**config.mk**
```make
export PLATFORM = sky130hd
export DESIGN_NAME = wilder_rsi_three_period_flat
export DESIGN_NICKNAME = d
export VERILOG_FILES = /design/src/rtl/wrsi_pkg.sv /design/src/rtl/wrsi_if.sv /design/src/rtl/wilder_rsi_three_period.sv /design/src/rtl/wrsi_div.sv /design/src/flat_wrapper.sv
export SDC_FILE = /design/constraint.sdc
export NUM_CORES = 2
export LEC_CHECK = 0
export ABC_AREA = 1
export BUFFER_PORTS_ARGS = -buffer_cell sky130_fd_sc_hd__clkbuf_2
export CAP_MARGIN = 15
export CORE_MARGIN = 2
export CORE_UTILIZATION = 50
export DETAILED_ROUTE_END_ITERATION = 7
export GPL_ROUTABILITY_DRIVEN = 0
export GPL_TIMING_DRIVEN = 1
export PLACE_DENSITY = 0.71
export SLEW_MARGIN = 20
export SYNTH_ARGS = -nofsm -noshare
export SYNTH_HDL_FRONTEND = slang
export SYNTH_SLANG_ARGS = --single-unit
```
**constraint.sdc**
```tcl
create_clock -name clk -period 10.25 [get_ports clk]
set_clock_uncertainty 0.2 [all_clocks]
set_input_delay 2.05 -clock clk [delete_from_list [all_inputs] [get_ports clk]]
set_output_delay 2.05 -clock clk [all_outputs]
set_load 0.03 [all_outputs]
```
**src/rtl/wrsi_pkg.sv**
```systemverilog
package wrsi_pkg;

    localparam int LINE_COUNT  = 3;
    localparam int LINE_W      = (LINE_COUNT > 1) ? $clog2(LINE_COUNT) : 1;
    localparam int PRICE_W     = 32;
    localparam int PERIOD_W    = 8;
    localparam int COUNT_W     = 9;
    localparam int RSI_W       = 14;
    localparam int AVG_W       = 60;
    localparam int SUM_W       = AVG_W + 1;
    localparam int PROD_W      = AVG_W + RSI_W;
    localparam int CFG_INDEX_W = 2;
    localparam int CFG_DATA_W  = 8;
    localparam int DIGIT_W     = 4;

    localparam int DEF_FRACTION_BITS = 16;

    localparam logic [AVG_W-1:0]   AVG_CAP     = '1;
    localparam logic [COUNT_W-1:0] COUNT_MAX   = '1;
    localparam logic [RSI_W-1:0]   NEUTRAL_RSI = 14'd5000;
    localparam logic [RSI_W-1:0]   FULL_RSI    = 14'd10000;

    localparam logic [PERIOD_W-1:0] PERIOD_RESET [LINE_COUNT] = '{8'd6, 8'd12, 8'd24};

    typedef enum logic [2:0] {
        ST_IDLE,
        ST_AVG,
        ST_AVG_WAIT,
        ST_RSI,
        ST_RSI_WAIT,
        ST_NEXT,
        ST_OUTPUT
    } state_t;

    typedef struct packed {
        logic start;
        logic wide;
    } div_cmd_t;

    // dividend width of the shared divider, a whole number of digits
    function automatic int num_width(int fraction_bits);
        int raw;
        raw = AVG_W + PERIOD_W + 1;
        if (AVG_W + fraction_bits > raw)
        begin
            raw = AVG_W + fraction_bits;
        end
        return ((raw + DIGIT_W - 1) / DIGIT_W) * DIGIT_W;
    endfunction

endpackage

```
**src/rtl/wrsi_if.sv**
```systemverilog
interface wrsi_price_if;
    logic                         valid;
    logic                         ready;
    logic [wrsi_pkg::PRICE_W-1:0] close_price;
    logic                         restart;

    modport source (output valid, close_price, restart, input ready);
    modport sink (input valid, close_price, restart, output ready);
endinterface

interface wrsi_rsi_if;
    logic                       valid;
    logic                       ready;
    logic [wrsi_pkg::RSI_W-1:0] rsi_first;
    logic [wrsi_pkg::RSI_W-1:0] rsi_second;
    logic [wrsi_pkg::RSI_W-1:0] rsi_third;

    modport source (output valid, rsi_first, rsi_second, rsi_third, input ready);
    modport sink (input valid, rsi_first, rsi_second, rsi_third, output ready);
endinterface

```
**src/rtl/wilder_rsi_three_period.sv**
```systemverilog
// Three-line Wilder RSI. Each price transaction yields one result transaction carrying
// the RSI of three lines in hundredths of a percent (0..10000). A transaction with restart
// set, or the first one after reset, opens a new series and returns 5000 on every line.
// Any other transaction is worked through one line at a time on a single shared divider:
// per line two average updates (a 4-bit-per-cycle division by the period, NUM_W/4 steps,
// where NUM_W = 4*ceil(max(69, 60 + FRACTION_BITS)/4)) and one ratio division (one bit
// per cycle, 14 steps); a line still summing its warm-up skips those divisions. The price
// channel is ready only while the sequencer is idle; a finished result sits in an output
// register, so the next price is taken while that result waits. Periods are to be written
// on the cfg port while idle, a duty of the user that the block does not enforce; a
// period of zero acts as one.
module wilder_rsi_three_period #(
    parameter int FRACTION_BITS = wrsi_pkg::DEF_FRACTION_BITS
) (
    input  logic                               clk,
    input  logic                               rst_n,
    input  logic                               cfg_wr_en,
    input  logic [wrsi_pkg::CFG_INDEX_W-1:0]   cfg_index,
    input  logic [wrsi_pkg::CFG_DATA_W-1:0]    cfg_data,
    wrsi_price_if.sink                         price_ch,
    wrsi_rsi_if.source                         rsi_ch
);

    localparam int NUM_W = wrsi_pkg::num_width(FRACTION_BITS);
    localparam int MUL_W = wrsi_pkg::AVG_W + wrsi_pkg::PERIOD_W;

    // sequencer
    wrsi_pkg::state_t state_reg;
    wrsi_pkg::state_t state_next;

    // configuration and series state
    logic [wrsi_pkg::PERIOD_W-1:0] period_reg [wrsi_pkg::LINE_COUNT];
    logic [wrsi_pkg::PRICE_W-1:0]  prev_close_reg;
    logic [wrsi_pkg::COUNT_W-1:0]  samples_reg;
    logic [wrsi_pkg::COUNT_W-1:0]  diff_count_reg;
    logic [wrsi_pkg::COUNT_W-1:0]  diff_count_next;
    logic [wrsi_pkg::COUNT_W-1:0]  samples_inc;
    logic [wrsi_pkg::PRICE_W-1:0]  up_reg;
    logic [wrsi_pkg::PRICE_W-1:0]  down_reg;
    logic [wrsi_pkg::AVG_W-1:0]    gain_reg [wrsi_pkg::LINE_COUNT];
    logic [wrsi_pkg::AVG_W-1:0]    loss_reg [wrsi_pkg::LINE_COUNT];

    // walk over lines, gain half then loss half
    logic [wrsi_pkg::LINE_W-1:0]   line_reg;
    logic                          half_reg;

    // results under construction and the output register
    logic [wrsi_pkg::RSI_W-1:0]    rsi_reg [wrsi_pkg::LINE_COUNT];
    logic [wrsi_pkg::RSI_W-1:0]    out_rsi_reg [wrsi_pkg::LINE_COUNT];
    logic                          out_valid_reg;

    logic                          price_acc;
    logic                          rsi_acc;
    logic                          out_free;
    logic                          new_series;

    // per-line operands
    logic [wrsi_pkg::PERIOD_W-1:0] period_cur;
    logic [wrsi_pkg::PERIOD_W-1:0] p_cur;
    logic [wrsi_pkg::AVG_W-1:0]    avg_cur;
    logic [wrsi_pkg::PRICE_W-1:0]  x_cur;
    logic [wrsi_pkg::SUM_W-1:0]    add_full;
    logic [wrsi_pkg::AVG_W-1:0]    add_sat;
    logic                          warm;
    logic                          at_period;
    logic                          rsi_live;
    logic [MUL_W-1:0]              smooth_prod;
    logic [NUM_W-1:0]              avg_num;
    logic [wrsi_pkg::AVG_W-1:0]    gain_cur;
    logic [wrsi_pkg::AVG_W-1:0]    loss_cur;
    logic [wrsi_pkg::SUM_W-1:0]    gl_sum;
    logic [wrsi_pkg::PROD_W-1:0]   gain_scaled;

    // shared divider
    wrsi_pkg::div_cmd_t            div_cmd;
    logic [NUM_W-1:0]              div_num;
    logic [wrsi_pkg::SUM_W-1:0]    div_rem;
    logic [wrsi_pkg::SUM_W-1:0]    div_den;
    logic                          div_done;
    logic [NUM_W-1:0]              div_quo;
    logic [wrsi_pkg::AVG_W-1:0]    quo_sat;

    // sequencer outputs
    logic                          avg_wr;
    logic [wrsi_pkg::AVG_W-1:0]    avg_wr_data;
    logic                          rsi_wr;
    logic [wrsi_pkg::RSI_W-1:0]    rsi_wr_data;
    logic                          line_adv;
    logic                          out_load;

    // handshakes
    assign price_ch.ready = (state_reg == wrsi_pkg::ST_IDLE);
    assign price_acc      = price_ch.valid && price_ch.ready;
    assign rsi_acc        = rsi_ch.valid && rsi_ch.ready;
    assign out_free       = !out_valid_reg || rsi_ch.ready;
    assign new_series     = price_ch.restart || (samples_reg == '0);

    assign rsi_ch.valid      = out_valid_reg;
    assign rsi_ch.rsi_first  = out_rsi_reg[0];
    assign rsi_ch.rsi_second = out_rsi_reg[1];
    assign rsi_ch.rsi_third  = out_rsi_reg[2];

    // difference count, saturating with the sample count
    always_comb
    begin
        samples_inc     = (samples_reg == wrsi_pkg::COUNT_MAX) ? samples_reg
                                                               : samples_reg + 1'b1;
        diff_count_next = samples_inc - 1'b1;
    end

    // operands of the current line and half
    always_comb
    begin
        period_cur = period_reg[line_reg];
        p_cur      = (period_cur == '0) ? wrsi_pkg::PERIOD_W'(1) : period_cur;
        avg_cur    = half_reg ? loss_reg[line_reg] : gain_reg[line_reg];
        x_cur      = half_reg ? down_reg : up_reg;

        // warm-up: plain running sum of ticks, capped
        add_full   = wrsi_pkg::SUM_W'(avg_cur) + wrsi_pkg::SUM_W'(x_cur);
        add_sat    = (add_full > wrsi_pkg::SUM_W'(wrsi_pkg::AVG_CAP)) ? wrsi_pkg::AVG_CAP
                                                                      : add_full[wrsi_pkg::AVG_W-1:0];
        warm       = (diff_count_reg <= wrsi_pkg::COUNT_W'(p_cur));
        at_period  = (diff_count_reg == wrsi_pkg::COUNT_W'(p_cur));
        rsi_live   = (diff_count_reg >= wrsi_pkg::COUNT_W'(p_cur));

        // smoothing numerator avg*(p-1) + x in fixed point
        smooth_prod = MUL_W'(avg_cur) * MUL_W'(p_cur - 1'b1);
        if (warm)
        begin
            avg_num = NUM_W'(add_sat) << FRACTION_BITS;
        end
        else
        begin
            avg_num = NUM_W'(smooth_prod) + (NUM_W'(x_cur) << FRACTION_BITS);
        end

        // ratio 10000*g/(g+l)
        gain_cur    = gain_reg[line_reg];
        loss_cur    = loss_reg[line_reg];
        gl_sum      = wrsi_pkg::SUM_W'(gain_cur) + wrsi_pkg::SUM_W'(loss_cur);
        gain_scaled = wrsi_pkg::PROD_W'(gain_cur) * wrsi_pkg::PROD_W'(wrsi_pkg::FULL_RSI);

        // quotient of an average update, capped
        quo_sat = (|div_quo[NUM_W-1:wrsi_pkg::AVG_W]) ? wrsi_pkg::AVG_CAP
                                                      : div_quo[wrsi_pkg::AVG_W-1:0];
    end

    // divider operands: narrow for averages, wide for the ratio
    always_comb
    begin
        if (div_cmd.wide)
        begin
            // quotient fits in 14 bits, so the upper part of the numerator seeds the remainder
            div_num = {gain_scaled[wrsi_pkg::RSI_W-1:0], (NUM_W - wrsi_pkg::RSI_W)'(0)};
            div_rem = wrsi_pkg::SUM_W'(gain_scaled[wrsi_pkg::PROD_W-1:wrsi_pkg::RSI_W]);
            div_den = gl_sum;
        end
        else
        begin
            div_num = avg_num;
            div_rem = '0;
            div_den = wrsi_pkg::SUM_W'(p_cur);
        end
    end

    wrsi_div #(
        .NUM_W (NUM_W)
    ) u_div (
        .clk      (clk),
        .rst_n    (rst_n),
        .cmd      (div_cmd),
        .num      (div_num),
        .rem_init (div_rem),
        .den      (div_den),
        .done     (div_done),
        .quo      (div_quo)
    );

    // next state and sequencer outputs
    always_comb
    begin
        state_next  = state_reg;
        div_cmd     = '0;
        avg_wr      = 1'b0;
        avg_wr_data = add_sat;
        rsi_wr      = 1'b0;
        rsi_wr_data = wrsi_pkg::NEUTRAL_RSI;
        line_adv    = 1'b0;
        out_load    = 1'b0;
        unique case (state_reg)
            wrsi_pkg::ST_IDLE:
            begin
                if (price_acc)
                begin
                    state_next = new_series ? wrsi_pkg::ST_OUTPUT : wrsi_pkg::ST_AVG;
                end
            end
            wrsi_pkg::ST_AVG:
            begin
                if (warm && !at_period)
                begin
                    // still summing, no division
                    avg_wr     = 1'b1;
                    state_next = half_reg ? wrsi_pkg::ST_RSI : wrsi_pkg::ST_AVG;
                end
                else
                begin
                    div_cmd.start = 1'b1;
                    state_next    = wrsi_pkg::ST_AVG_WAIT;
                end
            end
            wrsi_pkg::ST_AVG_WAIT:
            begin
                avg_wr_data = quo_sat;
                if (div_done)
                begin
                    avg_wr     = 1'b1;
                    state_next = half_reg ? wrsi_pkg::ST_RSI : wrsi_pkg::ST_AVG;
                end
            end
            wrsi_pkg::ST_RSI:
            begin
                if (rsi_live && (loss_cur != '0))
                begin
                    div_cmd.start = 1'b1;
                    div_cmd.wide  = 1'b1;
                    state_next    = wrsi_pkg::ST_RSI_WAIT;
                end
                else
                begin
                    // neutral during warm-up, full scale with no losses
                    rsi_wr      = 1'b1;
                    rsi_wr_data = rsi_live ? wrsi_pkg::FULL_RSI : wrsi_pkg::NEUTRAL_RSI;
                    state_next  = wrsi_pkg::ST_NEXT;
                end
            end
            wrsi_pkg::ST_RSI_WAIT:
            begin
                rsi_wr_data = div_quo[wrsi_pkg::RSI_W-1:0];
                if (div_done)
                begin
                    rsi_wr     = 1'b1;
                    state_next = wrsi_pkg::ST_NEXT;
                end
            end
            wrsi_pkg::ST_NEXT:
            begin
                if (line_reg == wrsi_pkg::LINE_W'(wrsi_pkg::LINE_COUNT - 1))
                begin
                    state_next = wrsi_pkg::ST_OUTPUT;
                end
                else
                begin
                    line_adv   = 1'b1;
                    state_next = wrsi_pkg::ST_AVG;
                end
            end
            wrsi_pkg::ST_OUTPUT:
            begin
                // wait for the output register to free up
                if (out_free)
                begin
                    out_load   = 1'b1;
                    state_next = wrsi_pkg::ST_IDLE;
                end
            end
            default:
            begin
                state_next = wrsi_pkg::ST_IDLE;
            end
        endcase
    end

    always_ff @(posedge clk or negedge rst_n)
    begin
        if (!rst_n)
        begin
            state_reg <= wrsi_pkg::ST_IDLE;
        end
        else
        begin
            state_reg <= state_next;
        end
    end

    // control state and configuration
    always_ff @(posedge clk or negedge rst_n)
    begin
        if (!rst_n)
        begin
            samples_reg   <= '0;
            out_valid_reg <= 1'b0;
            line_reg      <= '0;
            half_reg      <= 1'b0;
            for (int k = 0; k < wrsi_pkg::LINE_COUNT; k++)
            begin
                period_reg[k] <= wrsi_pkg::PERIOD_RESET[k];
            end
        end
        else
        begin
            if (cfg_wr_en && (cfg_index < wrsi_pkg::CFG_INDEX_W'(wrsi_pkg::LINE_COUNT)))
            begin
                period_reg[cfg_index[wrsi_pkg::LINE_W-1:0]] <= cfg_data;
            end
            if (price_acc)
            begin
                samples_reg <= new_series ? wrsi_pkg::COUNT_W'(1) : samples_inc;
                line_reg    <= '0;
                half_reg    <= 1'b0;
            end
            if (avg_wr)
            begin
                half_reg <= !half_reg;
            end
            if (line_adv)
            begin
                line_reg <= line_reg + 1'b1;
            end
            if (out_load)
            begin
                out_valid_reg <= 1'b1;
            end
            else if (rsi_acc)
            begin
                out_valid_reg <= 1'b0;
            end
        end
    end

    // series data and results
    always_ff @(posedge clk)
    begin
        if (price_acc)
        begin
            prev_close_reg <= price_ch.close_price;
            if (new_series)
            begin
                for (int k = 0; k < wrsi_pkg::LINE_COUNT; k++)
                begin
                    gain_reg[k] <= '0;
                    loss_reg[k] <= '0;
                    rsi_reg[k]  <= wrsi_pkg::NEUTRAL_RSI;
                end
            end
            else
            begin
                diff_count_reg <= diff_count_next;
                if (price_ch.close_price >= prev_close_reg)
                begin
                    up_reg   <= price_ch.close_price - prev_close_reg;
                    down_reg <= '0;
                end
                else
                begin
                    up_reg   <= '0;
                    down_reg <= prev_close_reg - price_ch.close_price;
                end
            end
        end
        if (avg_wr)
        begin
            if (half_reg)
            begin
                loss_reg[line_reg] <= avg_wr_data;
            end
            else
            begin
                gain_reg[line_reg] <= avg_wr_data;
            end
        end
        if (rsi_wr)
        begin
            rsi_reg[line_reg] <= rsi_wr_data;
        end
        if (out_load)
        begin
            out_rsi_reg <= rsi_reg;
        end
    end

endmodule

```
**src/rtl/wrsi_div.sv**
```systemverilog
module wrsi_div #(
    parameter int NUM_W = wrsi_pkg::num_width(wrsi_pkg::DEF_FRACTION_BITS)
) (
    input  logic                         clk,
    input  logic                         rst_n,
    input  wrsi_pkg::div_cmd_t           cmd,
    input  logic [NUM_W-1:0]             num,
    input  logic [wrsi_pkg::SUM_W-1:0]   rem_init,
    input  logic [wrsi_pkg::SUM_W-1:0]   den,
    output logic                         done,
    output logic [NUM_W-1:0]             quo
);

    localparam int NARROW_STEPS = NUM_W / wrsi_pkg::DIGIT_W;
    localparam int MAX_STEPS    = (NARROW_STEPS > wrsi_pkg::RSI_W) ? NARROW_STEPS
                                                                   : wrsi_pkg::RSI_W;
    localparam int CNT_W        = $clog2(MAX_STEPS + 1);

    logic                          busy_reg;
    logic                          done_reg;
    logic                          wide_reg;
    logic [CNT_W-1:0]              cnt_reg;
    logic [wrsi_pkg::SUM_W-1:0]    rem_reg;
    logic [wrsi_pkg::SUM_W-1:0]    den_reg;
    logic [NUM_W-1:0]              num_reg;

    logic [wrsi_pkg::DIGIT_W-1:0]  narrow_q;
    logic [wrsi_pkg::PERIOD_W-1:0] narrow_rem;
    logic [wrsi_pkg::SUM_W:0]      wide_trial;
    logic [wrsi_pkg::SUM_W:0]      wide_diff;
    logic                          wide_fit;
    logic [wrsi_pkg::SUM_W-1:0]    wide_rem;

    // four restoring steps on a remainder below an 8-bit divisor
    always_comb
    begin : narrow_step
        logic [wrsi_pkg::PERIOD_W:0]   trial;
        logic [wrsi_pkg::PERIOD_W-1:0] part;
        part     = rem_reg[wrsi_pkg::PERIOD_W-1:0];
        narrow_q = '0;
        for (int i = 0; i < wrsi_pkg::DIGIT_W; i++)
        begin
            trial = {part, num_reg[NUM_W-1-i]};
            if (trial >= {1'b0, den_reg[wrsi_pkg::PERIOD_W-1:0]})
            begin
                trial = trial - {1'b0, den_reg[wrsi_pkg::PERIOD_W-1:0]};
                narrow_q[wrsi_pkg::DIGIT_W-1-i] = 1'b1;
            end
            part = trial[wrsi_pkg::PERIOD_W-1:0];
        end
        narrow_rem = part;
    end

    // one restoring step on the full-width divisor
    always_comb
    begin
        wide_trial = {rem_reg, num_reg[NUM_W-1]};
        wide_diff  = wide_trial - {1'b0, den_reg};
        wide_fit   = (wide_trial >= {1'b0, den_reg});
        wide_rem   = wide_fit ? wide_diff[wrsi_pkg::SUM_W-1:0]
                              : wide_trial[wrsi_pkg::SUM_W-1:0];
    end

    always_ff @(posedge clk or negedge rst_n)
    begin
        if (!rst_n)
        begin
            busy_reg <= 1'b0;
            done_reg <= 1'b0;
            wide_reg <= 1'b0;
            cnt_reg  <= '0;
        end
        else
        begin
            done_reg <= 1'b0;
            if (cmd.start)
            begin
                busy_reg <= 1'b1;
                wide_reg <= cmd.wide;
                cnt_reg  <= cmd.wide ? CNT_W'(wrsi_pkg::RSI_W) : CNT_W'(NARROW_STEPS);
            end
            else if (busy_reg)
            begin
                cnt_reg <= cnt_reg - CNT_W'(1);
                if (cnt_reg == CNT_W'(1))
                begin
                    busy_reg <= 1'b0;
                    done_reg <= 1'b1;
                end
            end
        end
    end

    always_ff @(posedge clk)
    begin
        if (cmd.start)
        begin
            num_reg <= num;
            rem_reg <= cmd.wide ? rem_init : '0;
            den_reg <= den;
        end
        else if (busy_reg)
        begin
            if (wide_reg)
            begin
                rem_reg <= wide_rem;
                num_reg <= {num_reg[NUM_W-2:0], wide_fit};
            end
            else
            begin
                rem_reg <= wrsi_pkg::SUM_W'(narrow_rem);
                num_reg <= {num_reg[NUM_W-wrsi_pkg::DIGIT_W-1:0], narrow_q};
            end
        end
    end

    assign done = done_reg;
    assign quo  = num_reg;

endmodule

```
**src/flat_wrapper.sv**
```systemverilog
// flat-port wrapper written by rule: the top's interface ports become plain ports
module wilder_rsi_three_period_flat 
#(
    parameter int FRACTION_BITS = wrsi_pkg::DEF_FRACTION_BITS
)
  (clk, rst_n, cfg_wr_en, cfg_index, cfg_data, price_ch_valid, price_ch_close_price, price_ch_restart, price_ch_ready, rsi_ch_valid, rsi_ch_rsi_first, rsi_ch_rsi_second, rsi_ch_rsi_third, rsi_ch_ready);
  wrsi_price_if price_ch_i ();
  wrsi_rsi_if rsi_ch_i ();
  input  logic clk;
  input  logic rst_n;
  input  logic cfg_wr_en;
  input  logic [wrsi_pkg::CFG_INDEX_W-1:0] cfg_index;
  input  logic [wrsi_pkg::CFG_DATA_W-1:0] cfg_data;
  input wire logic [$bits(price_ch_i.valid)-1:0] price_ch_valid;
  input wire logic [$bits(price_ch_i.close_price)-1:0] price_ch_close_price;
  input wire logic [$bits(price_ch_i.restart)-1:0] price_ch_restart;
  output wire logic [$bits(price_ch_i.ready)-1:0] price_ch_ready;
  output wire logic [$bits(rsi_ch_i.valid)-1:0] rsi_ch_valid;
  output wire logic [$bits(rsi_ch_i.rsi_first)-1:0] rsi_ch_rsi_first;
  output wire logic [$bits(rsi_ch_i.rsi_second)-1:0] rsi_ch_rsi_second;
  output wire logic [$bits(rsi_ch_i.rsi_third)-1:0] rsi_ch_rsi_third;
  input wire logic [$bits(rsi_ch_i.ready)-1:0] rsi_ch_ready;
  assign price_ch_i.valid = price_ch_valid;
  assign price_ch_i.close_price = price_ch_close_price;
  assign price_ch_i.restart = price_ch_restart;
  assign price_ch_ready = price_ch_i.ready;
  assign rsi_ch_valid = rsi_ch_i.valid;
  assign rsi_ch_rsi_first = rsi_ch_i.rsi_first;
  assign rsi_ch_rsi_second = rsi_ch_i.rsi_second;
  assign rsi_ch_rsi_third = rsi_ch_i.rsi_third;
  assign rsi_ch_i.ready = rsi_ch_ready;
  wilder_rsi_three_period #(.FRACTION_BITS(FRACTION_BITS)) u_core (.clk(clk), .rst_n(rst_n), .cfg_wr_en(cfg_wr_en), .cfg_index(cfg_index), .cfg_data(cfg_data), .price_ch(price_ch_i), .rsi_ch(rsi_ch_i));
endmodule
```
### Word-level counts from Yosys, hierarchy flattened

Memories as Yosys holds them, arrays and structs flattened.
Index checks and enable logic that the tools add are counted.

| operators by class | value |
|---|---|
| $add $sub $neg | 15 |
| $mul | 2 |
| order comparisons | 14 |
| equality and inequality tests | 14 |
| muxes and demuxes | 95 |
| bitwise operators | 3 |
| reduce and logical (&&, ||, !) cells | 25 |

Operator list:

| operator | count |
|---|---|
| $mux 60 | 7 |
| $mux 76 | 5 |
| $mux 61 | 4 |
| $mux 42 | 3 |
| $reduce_or 60->1 | 2 |
| $mux 8 | 9 |
| $mul 60x10->70 const B | 1 |
| $add 68x48->69 | 1 |
| $mul 60x68->68 | 1 |
| $sub 32x32->32 | 2 |
| $ge 62x61->1 | 1 |
| $add 60x32->61 | 1 |
| $add 60x60->61 | 1 |
| $gt 61x60->1 const B | 1 |
| $sub 61x61->61 | 1 |
| $reduce_bool 60->1 | 1 |
| $ge 9x8->1 | 5 |
| $bwmux 42 | 1 |
| $mux 14 | 3 |
| $mux 1 | 35 |
| $ge 32x32->1 | 1 |
| $mux 32 | 1 |
| $sub 8x8->8 | 4 |
| $demux 14 s2 | 1 |
| 40 further kinds | 76 |

| word-level totals | value |
|---|---|
| register bits after elaboration | 435 |
| memory bits (writable) | 360 |
| output and inout port bits | 44 |
| logic and storage cells | 196 |
| memories kept | 2 |

Memory list:

| name | words | bits a word | rd ports | clocked after Yosys merged registers in | wr ports | RTL line | source |
|---|---|---|---|---|---|---|---|
| u_core.gain_reg | 3 | 60 | 1 | 0 | 3 | wilder_rsi_three_period.sv:40 | `logic [wrsi_pkg::AVG_W-1:0] gain_reg [wrsi_pkg::LINE_COUNT];` |
| u_core.loss_reg | 3 | 60 | 1 | 0 | 3 | wilder_rsi_three_period.sv:41 | `logic [wrsi_pkg::AVG_W-1:0] loss_reg [wrsi_pkg::LINE_COUNT];` |

### Longest topological paths before layout

| logic depth | value |
|---|---|
| depth after elaboration | 15 |
| gate-level depth with buffers | 62 |
| mapped depth without buffers | 58 |

### By module

A second synthesis with hierarchy kept.

| second synthesis, totals | value |
|---|---|
| cell total of the unflattened synthesis | 11711 |
| area total of the unflattened synthesis | 89215.6 sq um |

By module, submodules not included:

| module | instances | cells each | area an instance (sq um) |
|---|---|---|---|
| wilder_rsi_three_period | 1 | 9829 | 74406.4 |
| wrsi_div | 1 | 1882 | 14809.2 |

### Least setup slack after synthesis

OpenSTA, ideal clock, no wires.

| timing | value |
|---|---|
| kind | register to register |
| start | reg u_core.line_reg[0] (netlist name) |
| end | reg u_core.u_div.num_reg[66], in the netlist u_core.u_div.quo[66], data pin |
| library setup time | 253 ps |
| data arrival time | 9947 ps |
| required time | 9797 ps |
| slack | -150 ps |
| stages on the path, launching flop included | 56 |
| cells stage by stage | dfrtp_1 buf_6 buf_6 buf_6 buf_6 or2_2 a32oi_1 nand2_2 nor2_4 nand3_2 nor2_1 inv_2 nand2_1 nand2_1 inv_2 buf_2 nand2_1 fa_1 [... 20 more ...] a21oi_1 o21ai_0 a21oi_1 xnor2_1 ha_1 nand2_1 nor2_1 inv_1 nor4_1 nand2_1 nand2_1 nand3_1 inv_1 nand3_1 o21ai_0 nand3_1 nand2_1 nand2_1 |

| between the ends | value |
|---|---|
| cells in the longest elaborated chain, start to end | 12 |
| elaborated cells between the ends (all ways) | 30 |

Ends and longest elaborated chain:

| item | RTL line | source |
|---|---|---|
| from (decl) | wilder_rsi_three_period.sv:44 | `logic [wrsi_pkg::LINE_W-1:0] line_reg;` |
| from (signal assigned) | wilder_rsi_three_period.sv:319 | `line_reg <= line_reg + 1'b1;` |
| $not 2->3 (implied by the code) | wilder_rsi_three_period.sv:114 | `period_cur = period_reg[line_reg];` |
| $bmux 8 s2 | wilder_rsi_three_period.sv:114 |  |
| $mux 8 (implied by the code) (2 in a row) | wilder_rsi_three_period.sv:114 |  |
| $logic_not 8->1 | wilder_rsi_three_period.sv:115 | `p_cur = (period_cur == '0) ? wrsi_pkg::PERIOD_W'(1) : period_cur;` |
| $mux 8 | wilder_rsi_three_period.sv:115 |  |
| $sub 8x1->9 (tied with other cells) | wilder_rsi_three_period.sv:128 | `smooth_prod = MUL_W'(avg_cur) * MUL_W'(p_cur - 1'b1);` |
| $mul 60x68->68 (tied with other cells) | wilder_rsi_three_period.sv:128 |  |
| $add 68x48->69 (tied with other cells) | wilder_rsi_three_period.sv:135 | `avg_num = NUM_W'(smooth_prod) + (NUM_W'(x_cur) << FRACTION_BITS);` |
| $mux 76 (tied with other cells) | wilder_rsi_three_period.sv:129 | `if (warm)` |
| $mux 76 or $pmux 1 s2 (tied branches) | wilder_rsi_three_period.sv:152, wilder_rsi_three_period.sv:191 |  |
| $mux 76 (*) | wrsi_div.sv:96 | `if (cmd.start)` |
| to (signal assigned) | wrsi_div.sv:98 | `num_reg <= num;` |
| to (signal assigned) | wrsi_div.sv:107 | `num_reg <= {num_reg[NUM_W-2:0], wide_fit};` |
| to (signal assigned) | wrsi_div.sv:112 | `num_reg <= {num_reg[NUM_W-wrsi_pkg::DIGIT_W-1:0], narrow_q};` |
| to (decl) | wrsi_div.sv:25 | `logic [NUM_W-1:0] num_reg;` |

Every way passes the cells marked *; elsewhere a longest branch is shown, timed or not. The select of a mux whose other input is x is not followed.
A chain may end at the register's enable or synchronous reset.

### Worst setup path in the final report

| timing | value |
|---|---|
| start | reg u_core.line_reg[0] (netlist name) |
| end | reg u_core.u_div.num_reg[62], in the netlist u_core.u_div.quo[62], data pin |

The elaborated chain is that of the path after synthesis.

==> flow_metrics.env <==
export IMPL_drv_cap=0
export IMPL_startpoint_type="flop"
export IMPL_core_um2=202000
export IMPL_fmaxAchievable_ghz=0.0931
export IMPL_die_area_um2=207000
export IMPL_drt_wirelength_per_cell_um=20.0
export IMPL_portBuffers=91
export IMPL_dp_slack_ns=-0.823
export IMPL_initial_utilization_pct=50.3
export IMPL_yosysWarningCount=0
export IMPL_cpMaxStageDelayCell="fa_1"
export IMPL_ioPinCount=92
export IMPL_first_global_vias=90272
export IMPL_area_growth_pct=17.8
export IMPL_crit_top_cell="fa_1"
export IMPL_die_x_um=455
export IMPL_multi_input_area_um2=66200
export IMPL_seq_area_frac_synth_pct=26.4
export IMPL_syn_area_um2=102000
export IMPL_cts_buffer_depth=3
export IMPL_grt_overflow=0
export IMPL_cts_made_buffers=98
export IMPL_synth_cells=12932
export IMPL_violations="design-rule violations, negative setup slack"
export IMPL_drc_errors=1
export IMPL_firstDrtPassIters=8
export IMPL_grt_max_degree=80
export IMPL_setup_viol=35
export IMPL_end_kind="flop"
export IMPL_dp_hpwl_um=263000
export IMPL_cts_tree="built"
export IMPL_critPathMaxStageDelay_ns=0.60
export IMPL_synth_seq_cells=915
export IMPL_synth_enable_flop_cells=825
export IMPL_wirelength_um=335000
export IMPL_vias=91534
export IMPL_synth_area_per_cell_um2=7.87
export IMPL_tightest_slew_ns=1.09
export IMPL_arrival_ns=11.04
export IMPL_grt_pass1_wl_um=509000
export IMPL_crit_path_max_fanout=5
export IMPL_worstSkewPairLatency_ns=0.76
export IMPL_via_per_inst=5.46
export IMPL_drtIter0Drc=9337
export IMPL_cts_num_sinks=915
export IMPL_rsz0062_at_grt="yes"
export IMPL_holdWs_ns=0.215
export IMPL_postRouteAntennaNets=0
export IMPL_drive_above_1_share_pct=15.1
export IMPL_clockRootBuffer="clkbuf_16"
export IMPL_hold_violations=0
export IMPL_fin_ws_ns=-0.486
export IMPL_fin_util_pct=59.3
export IMPL_seqCellArea_um2=26800
export IMPL_final_common_cell="inv_1"
export IMPL_required_ns=10.55
export IMPL_fill_cells=17324
export IMPL_outcome="finished with violations"
export IMPL_yosysUniqueCellTypes=72
export IMPL_critPathKind="reg2reg"
export IMPL_final_period_utilization_pct=105
export IMPL_post_route_min_period_ns=10.74
export IMPL_row_count=165
export IMPL_ys_flop_type="edfxtp_1"
export IMPL_clk_pin_slew_worst_paths_ns=0.06
export IMPL_synthArstFlopShare_pct=5.25
export IMPL_nets=15828
export IMPL_relSlewSlack_pct=27.4
export IMPL_maxSlewViolCount=0
export IMPL_htree_levels=3
export IMPL_die_h_um=455
export IMPL_antenna_found_initial=15
export IMPL_layout_common_cells="inv_1 (2750), nand2_1 (2668), nor2_1 (1246)"
export IMPL_grt_usage_pct=32.0
export IMPL_hp_class="reg2reg"
[worst paths after layout]
check | from | to | slack, ns | cells after the start
min in group asynchronous | rst_n | u_core.samples_reg[8]$_DFFE_PN0P_ | 1.23 | 2
max in group asynchronous | rst_n | u_core.line_reg[0]$_DFFE_PN0P_ | 8.11 | 2
worst max register to register | u_core.line_reg[0]$_DFFE_PN0P_ | u_core.u_div.quo[62]$_DFFE_PP_ | -0.49 | 49
worst min register to register | u_core.rsi_reg[36]$_DFF_P_ | u_core.rsi_ch.rsi_first[8]$_DFFE_PP_ | 0.21 | 0
worst max-delay path | u_core.line_reg[0]$_DFFE_PN0P_ | u_core.u_div.quo[62]$_DFFE_PP_ | -0.49 | 49
worst min-delay path | u_core.rsi_reg[36]$_DFF_P_ | u_core.rsi_ch.rsi_first[8]$_DFFE_PP_ | 0.21 | 0
[logic make-up (layout without fill, tap and decap cells)]
family                     count (synthesis)  after routing  share of synthesized area, %
muxes                                      4              4                        0.0517
AOI/OAI and AO/OA                       1747           1747                          10.0
adders and majority gates               1774           1774                          29.1
xor gates and xnor gates                 289            289                          2.49
buffers and inverters                   3150           4192                          12.0
and+or+nand+nor                         5051           5051                          20.0
other                                      2            118                       0.00738
DFF                                      915            915                          26.4
[critical path, delay by kind of cell (launching register included)]
family                   cells  cell delay (ns)
AO/OA/AOI/OAI                2             0.62
AND/OR/NAND/NOR             24             3.18
flip-flops                   1             0.50
buffers and inverters       11             0.89
adder cells (fa/ha/maj)     11             4.99
XOR/XNOR                     1             0.11
[metrics by stage]
| step | setup TNS (ns) | cell area [um2] | cells |
|---|---|---|---|
| 3_3_place_gp | -18.26 | 112000 | 16487 |
| 2_1_floorplan | 0 | 102000 | 13047 |
| 5_1_grt | -23.22 | 120000 | 16761 |
| 4_1_cts | -0.159 | 118000 | 16729 |
| 3_5_place_dp | -22.74 | 112000 | 16487 |
| 6_report | -9.99 | 120000 | 16762 |
[cell usage after synthesis (52+ instances only)]
| library cell | number | area [um2] |
|---|---|---|
| a31oi_1 | 52 | 325 |
| edfxtp_1 | 825 | 24800 |
| nand4_1 | 92 | 576 |
| fa_1 | 981 | 19600 |
| inv_1 | 2794 | 10500 |
| a21oi_1 | 673 | 3370 |
| a21o_1 | 69 | 518 |
| buf_2 | 85 | 425 |
| o21ai_1 | 63 | 315 |
| ha_1 | 793 | 9920 |
| nor2_1 | 1389 | 5210 |
| o21ai_0 | 543 | 2720 |
| o211ai_1 | 84 | 631 |
| nor3_1 | 67 | 335 |
| xor2_1 | 158 | 1380 |
| xnor2_1 | 131 | 1150 |
| clkbuf_1 | 149 | 559 |
| nand2_1 | 2825 | 10600 |
| nand3_1 | 538 | 2690 |
[layout make-up]
| class | count | share of cell area [%] |
|---|---|---|
| Multi-Input combinational cell | 8982 | 55.2 |
| Sequential cell | 915 | 22.4 |
| Inverter | 2831 | 8.90 |
| Timing Repair Buffer | 1178 | 7.85 |
| Tap cell | 2672 | 2.79 |
| Clock buffer | 120 | 2.19 |
| Clock inverter | 63 | 0.631 |
| Antenna cell | 1 | 0.00209 |
[what timing repair did]
item,4_1_cts,5_1_grt
cloned,4,1
pin swaps,215,257
setup buffers,56,41
hold buffers,0,0
resized for setup,363,484
setup endpoints to repair,44,45
[per-layer routing]
layer  vias up  routed length, um  share of wire [%]  track usage, %
li1      42584                  -                  -               -
met1     43263             128000                 38            40.5
met2      4591             151000                 45            51.4
met3      1074              35200                 11            7.39
met4        22              21000                6.3            16.2
met5         -                149              0.044               0
Power is left out: the tool's default activity adds up to more than one toggle a clock period on the data nets, which glitch-free logic cannot reach.
